### config.mk
export PLATFORM = sky130hd
export DESIGN_NAME = ffrp_cell
export DESIGN_NICKNAME = d
export VERILOG_FILES = /design/src/rtl/ffrp_pkg.sv /design/src/rtl/ffrp_cell.sv
export SDC_FILE = /design/constraint.sdc
export NUM_CORES = 1
export LEC_CHECK = 0
export BUFFER_PORTS_ARGS = -buffer_cell sky130_fd_sc_hd__buf_2
export CORE_MARGIN = 1.5
export CORE_UTILIZATION = 45
export CTS_BUF_LIST = sky130_fd_sc_hd__clkbuf_8 sky130_fd_sc_hd__clkbuf_16
export DETAILED_ROUTE_END_ITERATION = 7
export GPL_TIMING_DRIVEN = 0
export PLACE_DENSITY = 0.76
export SYNTH_ARGS = -nofsm -noshare
export SYNTH_HDL_FRONTEND = slang
export SYNTH_SLANG_ARGS = --single-unit
export TNS_END_PERCENT = 5
### constraint.sdc
create_clock -name clk -period 3.5 [get_ports clk]
set_input_delay 0.175 -clock clk [delete_from_list [all_inputs] [get_ports clk]]
set_output_delay 0.175 -clock clk [all_outputs]
set_load 0.01 [all_outputs]
### src/rtl/ffrp_pkg.sv
// ----------------------------------------------------------------------------
// ffrp_pkg: shared types and constants for the first-fit row packer
// Row count, time width and the token that travels down the cell chain.
// ----------------------------------------------------------------------------
package ffrp_pkg;

    localparam int MAX_ROWS  = 64;
    localparam int TIME_BITS = 48;
    localparam int TAG_BITS  = 16;
    localparam int ROW_BITS  = 6;

    typedef logic [TIME_BITS-1:0] time_t;
    typedef logic [TAG_BITS-1:0]  tag_t;
    typedef logic [ROW_BITS-1:0]  row_t;

    // Request in flight through the chain
    typedef struct packed {
        logic  valid;     // slot holds a request
        logic  clear;     // first of batch: empty each row it passes
        logic  present;   // 0 = null event, no placement, no result
        logic  placed;    // some earlier cell already took it
        tag_t  tag;
        time_t start;
        time_t end_time;  // saturated start + duration
        row_t  row;
    } token_t;

endpackage

### src/rtl/ffrp_cell.sv
// ----------------------------------------------------------------------------
// ffrp_cell: one row of the packer
// Holds the row's end time and in-use flag; takes a passing request if free.
// ----------------------------------------------------------------------------
module ffrp_cell import ffrp_pkg::*;
(
    input  logic   clk,
    input  logic   rst_n,
    input  logic   advance,
    input  row_t   cell_id,
    input  token_t tok_in,
    output token_t tok_out
);

    token_t tok_reg, tok_next;
    time_t  end_reg, end_next;
    logic   used_reg, used_next;
    logic   used_eff;
    logic   hit;

    // a clearing request sees the row as empty
    assign used_eff = used_reg && !tok_in.clear;
    assign hit = tok_in.valid && tok_in.present && !tok_in.placed &&
                 (!used_eff || (end_reg <= tok_in.start));

    always_comb
    begin
        used_next = used_reg;
        end_next  = end_reg;
        tok_next  = tok_in;
        if (tok_in.valid)
        begin
            used_next = used_eff;
        end
        if (hit)
        begin
            used_next       = 1'b1;
            end_next        = tok_in.end_time;
            tok_next.placed = 1'b1;
            tok_next.row    = cell_id;
        end
    end

    always_ff @(posedge clk or negedge rst_n)
    begin
        if (!rst_n)
        begin
            tok_reg  <= '0;
            used_reg <= 1'b0;
        end
        else if (advance)
        begin
            tok_reg  <= tok_next;
            used_reg <= used_next;
        end
    end

    always_ff @(posedge clk)
    begin
        if (advance)
        begin
            end_reg <= end_next;
        end
    end

    assign tok_out = tok_reg;

endmodule

== After elaboration in Yosys (flattened, before gate mapping) ==
Cells that the tools add are included.
Widths: inputs -> output; s select.

* Flip-flop bits (word level): 171
* Latch bits: 0
* RAM bits: 0
* Memory bits (read-only): 0
* Input bits: 131
* Output and inout port bits: 122
* Word-level logic and storage cells: 26
* Memories: 0

* Add/subtract/negate cells: 0
* Multiply operators: 0
* Div/mod/pow operators: 0
* Magnitude comparators: 1
* Eq/ne operators: 0
* Shift operators: 0
* Multiplexer cells: 4
* Bitwise logic cells: 0
* Reductions and logical operators: 11

{| class="wikitable"
|+ Operators with widths
! cell !! count
|-
| $le 48x48->1 || 1
|-
| $mux 6 || 1
|-
| $logic_and 1x1->1 || 4
|-
| $reduce_and 2->1 || 2
|-
| $logic_not 1->1 || 3
|-
| $mux 1 || 3
|-
| $reduce_bool 2->1 || 1
|-
| $logic_or 1x1->1 || 1
|}

== Longest topological paths before layout ==
* Depth in word-level cells: 7
* Depth in mapped cells: 10
* Depth with buffers taken out: 9

== Worst setup path before layout ==
Ideal clock, no wire load.

* Path kind: reg2reg
* From: reg end_reg[9]
* To: reg end_reg[0], enable pin
* Library setup time: 402 ps
* Arrival: 2888 ps
* Data required time: 3098 ps
* Slack: 210 ps
* Cell stages (with the launch flop): 9
* Path buffers: 0
* Clock period less this slack: 3290 ps
* Cell sequence: edfxtp_1 > ha_1 > a21o_1 > a21o_1 > a221oi_2 > o221ai_2 > a2111oi_4 > nor2_1 > inv_1

* Word-level cells in the longest chain between the ends: 4

{| class="wikitable"
|+ RTL lines
! what !! line !! text
|-
| start, declared || ffrp_cell.sv:16 || <nowiki>time_t end_reg, end_next;</nowiki>
|-
| start signal, assigned || ffrp_cell.sv:62 || <nowiki>end_reg <= end_next;</nowiki>
|-
| $le 48x48->1 || ffrp_cell.sv:24 || <nowiki>(!used_eff || (end_reg <= tok_in.start));</nowiki>
|-
| $logic_or 1x1->1 || ffrp_cell.sv:24 ||
|-
| $logic_and 1x1->1 || ffrp_cell.sv:23 || <nowiki>assign hit = tok_in.valid && tok_in.present && !tok_in.placed &&</nowiki>
|-
| $reduce_and 2->1 (no line) || n/a ||
|}

Every way passes these cells.
A chain may end at the register's enable or synchronous reset.

== Worst setup path in the final report ==
* From: in tok_in[97] (netlist name)
* To: reg end_reg[34], enable pin

* Word-level cells in the longest chain between the ends: 4

{| class="wikitable"
|+ RTL lines
! what !! line !! text
|-
| start, declared || ffrp_cell.sv:11 || <nowiki>input token_t tok_in,</nowiki>
|-
| $le 48x48->1 || ffrp_cell.sv:24 ||
|-
| $logic_or 1x1->1 || ffrp_cell.sv:24 ||
|-
| $logic_and 1x1->1 || ffrp_cell.sv:23 ||
|-
| $reduce_and 2->1 (no line) || n/a ||
|}

Every way passes these cells.

==> results.cfg <==
[run_status]
outcome = finished, final reports clean

[detailed_routing]
antenna_left = 0
wl_per_cell_um = 16.6
drc = 0
drtIter0Drc = 148
num_vias = 5437
dr.pass1.iters = 4
vias_per_cell = 4.87
drt_wl_total_mm = 18.5

[job]
maxCapViolCount = 0

[timing]
slew-limit-headroom_pct = 50.0
maxSlewViolCount = 0
rsz0062_at_grt = false
worst_pin_slew_ps = 750
finalHoldViolCount = 0
fmax_mhz = 307
period_share_pct = 93.0
finalSetupViolations = 0
final.min_clock_period_ps = 3260
finClkSkew_ps = 9.51

[cells_and_area]
nets = 1064
largest_reg_flops = 122
mostFrequentLayoutCells = buf_2, dfrtp_1, mux2_2
area_growth_pct = 43.3
fin_area_sq_mm = 0.0105
final_common_cell = buf_2
drive_above_1_share_pct = 45.1

[critical_path]
cp-end-kind = flop
crit_fanout = 27
cp.arrival_ps = 3370
path_class = input pin to flop
reg2reg_depth = 10
required_ps = 3610
start_kind = input pin

[place]
place_area_sq_mm = 0.00891
numPortBuffers = 251
gp_congestion = 0.723
dp_hpwl_mm = 12.6

[power_and_ir_drop]
peakVddDrop_mv = 0.336
seq_power_share_pct = 46.0
p_total_uw = 4990
internal_power_uw = 3770
power_density_mw_per_mm2 = 475
power.switching_uw = 1220
p_sw_share_pct = 24.4
p_clk_share_pct = 38.6
share_comb_of_total_power_pct = 15.4
p_leak_uw = 0.00498

[global_route]
antenna_found_initial = 4
grt_pass1_wl_mm = 27.9
grt_max_degree = 77
grtUsageTotal_pct = 21.8
grt_pass1_vias = 5622
overflow = 0

[synthesis]
yosysUniqueCellTypes = 31
netlist_area_sq_mm = 0.00733
synthCells = 515
ys_seq_elements = 171
ys_warn_count = 0
syn-num-nets = 694
syn_avg_cell_area_sq_um = 14.2
ys_seq_area_share_pct = 61.6

[floorplanning]
die-height_um = 131
rows = 46
coreArea_sq_mm = 0.0159
die_w_um = 131
die-area_sq_mm = 0.0171
boundaryPins = 253
initial_utilization_pct = 46.2

[min_path]
hold_depth = 2
min_path_type = input pin to flop

[clock_network]
clkTransAtPathRegs_ps = 60
cts_buffers = 17
clockBufferDepth = 2
cts_root_buffer = clkbuf_16
cts_tree = yes
clk_latency_ps = 420
cts_max_level = 4
cts.sinks = 171
[critical path: stages]
cell           delay [ps]
dlygate4sd3_1         530
buf_2                 110
inv_1                  40
ha_1                  310
nand4_1               230
nor4_4                480
and3_1                340
a211o_1               170
nor2b_1               120
buf_2                 220
nor2_1                100
inv_4                 270
buf_12                240
[synthesized netlist by cell type, drive strengths merged]
| library cell | number | area share [%] |
|---|---|---|
| a2111o | 1 | 0.15 |
| a2111oi | 1 | 0.38 |
| a211o | 1 | 0.12 |
| a211oi | 6 | 0.61 |
| a21o | 2 | 0.20 |
| a21oi | 26 | 1.8 |
| a221oi | 4 | 0.56 |
| a41oi | 1 | 0.12 |
| and3 | 2 | 0.17 |
| and4 | 1 | 0.14 |
| buf | 1 | 0.068 |
| clkbuf | 15 | 0.77 |
| dfrtp | 123 | 42 |
| edfxtp | 48 | 20 |
| ha | 48 | 8.2 |
| inv | 62 | 3.2 |
| mux2 | 115 | 18 |
| nand2 | 15 | 0.77 |
| nand3 | 6 | 0.41 |
| nand4 | 10 | 0.85 |
| nor2 | 4 | 0.20 |
| nor2b | 2 | 0.17 |
| nor3 | 2 | 0.14 |
| nor4 | 1 | 0.17 |
| o21a | 1 | 0.10 |
| o21ai | 8 | 0.55 |
| o221ai | 1 | 0.20 |
| o22ai | 7 | 0.60 |
| or4 | 1 | 0.10 |
[path summary, 6_finish.rpt]
check / from / endpoint / slack [ps]
worst max-delay path: tok_in[97] / end_reg[34]$_DFFE_PP_ / 240
worst min-delay path: tok_in[82] / tok_out[82]$_DFFE_PN0P_ / 20
worst max register to register: end_reg[43]$_DFFE_PP_ / end_reg[34]$_DFFE_PP_ / 300
worst min register to register: tok_out[74]$_DFFE_PN0P_ / tok_out[74]$_DFFE_PN0P_ / 500
max in group asynchronous: rst_n / tok_out[101]$_DFFE_PN0P_ / 2500
min in group asynchronous: rst_n / tok_out[21]$_DFFE_PN0P_ / 260
[cell families after synthesis]
kind of cell	after synthesis	synth area share (%)
buf+inv	78	4.01
fa+ha+maj	48	8.19
mux	115	17.7
compound gates	59	5.38
flops	171	61.6
simple gates	44	3.12
[what timing repair did]
item                       in CTS  in global routing
resized for setup               1                  1
hold buffers                   95                  2
hold endpoints to repair      166                  2
pin swaps                       0                  1
setup buffers                   0                  1
setup endpoints to repair      27                 27
[per-layer routing]
metal,up-vias,GRT usage [%],part of all wire (%),wire (um)
li1,2594,-,-,-
met1,2638,24.7,41,7520
met2,174,39.3,52,9620
met3,27,6.96,6.0,1110
met4,4,6.98,1.4,260
met5,-,0,0.13,24
[power by group through the flow]
stage	Sequential (uW)	Clock [uW]	Combinational [uW]
after detailed placement	2330	0	682
after global routing	2320	2040	844
after global placement	2330	0	662
after floorplan	2400	0	268
final	2300	1920	770
after CTS	2290	1960	769
[through the flow]
| stage | cells | setup TNS [ps] | worst slack, ps | hold WS, ps | utilization [%] |
|---|---|---|---|---|---|
| detailed placement | 984 | 0 | 25.0 | 139 | 56.1 |
| CTS | 1111 | 0 | 101 | 0.155 | 65.9 |
| finish | 1116 | 0 | 244 | 15.4 | 66.2 |
| global placement | 982 | -37760 | -788 | 366 | 55.8 |
| global route | 1114 | 0 | 68.5 | 0.249 | 66.1 |
| floorplan | 515 | 0 | 210 | -121 | - |
[final cells by class]
| cell class | instances | area [sq um] |
|---|---|---|
| sequential | 171 | 4520 |
| multi-input combinational | 266 | 2530 |
| tap | 216 | 270 |
| timing repair buffer | 351 | 2290 |
| clock buffer | 19 | 453 |
| clock inverter | 13 | 150 |
| antenna | 2 | 5.00 |
| fill | 1170 | 5380 |
| inverter | 62 | 235 |
| buffer | 16 | 61.3 |
Power figures use the tool's default switching activity.
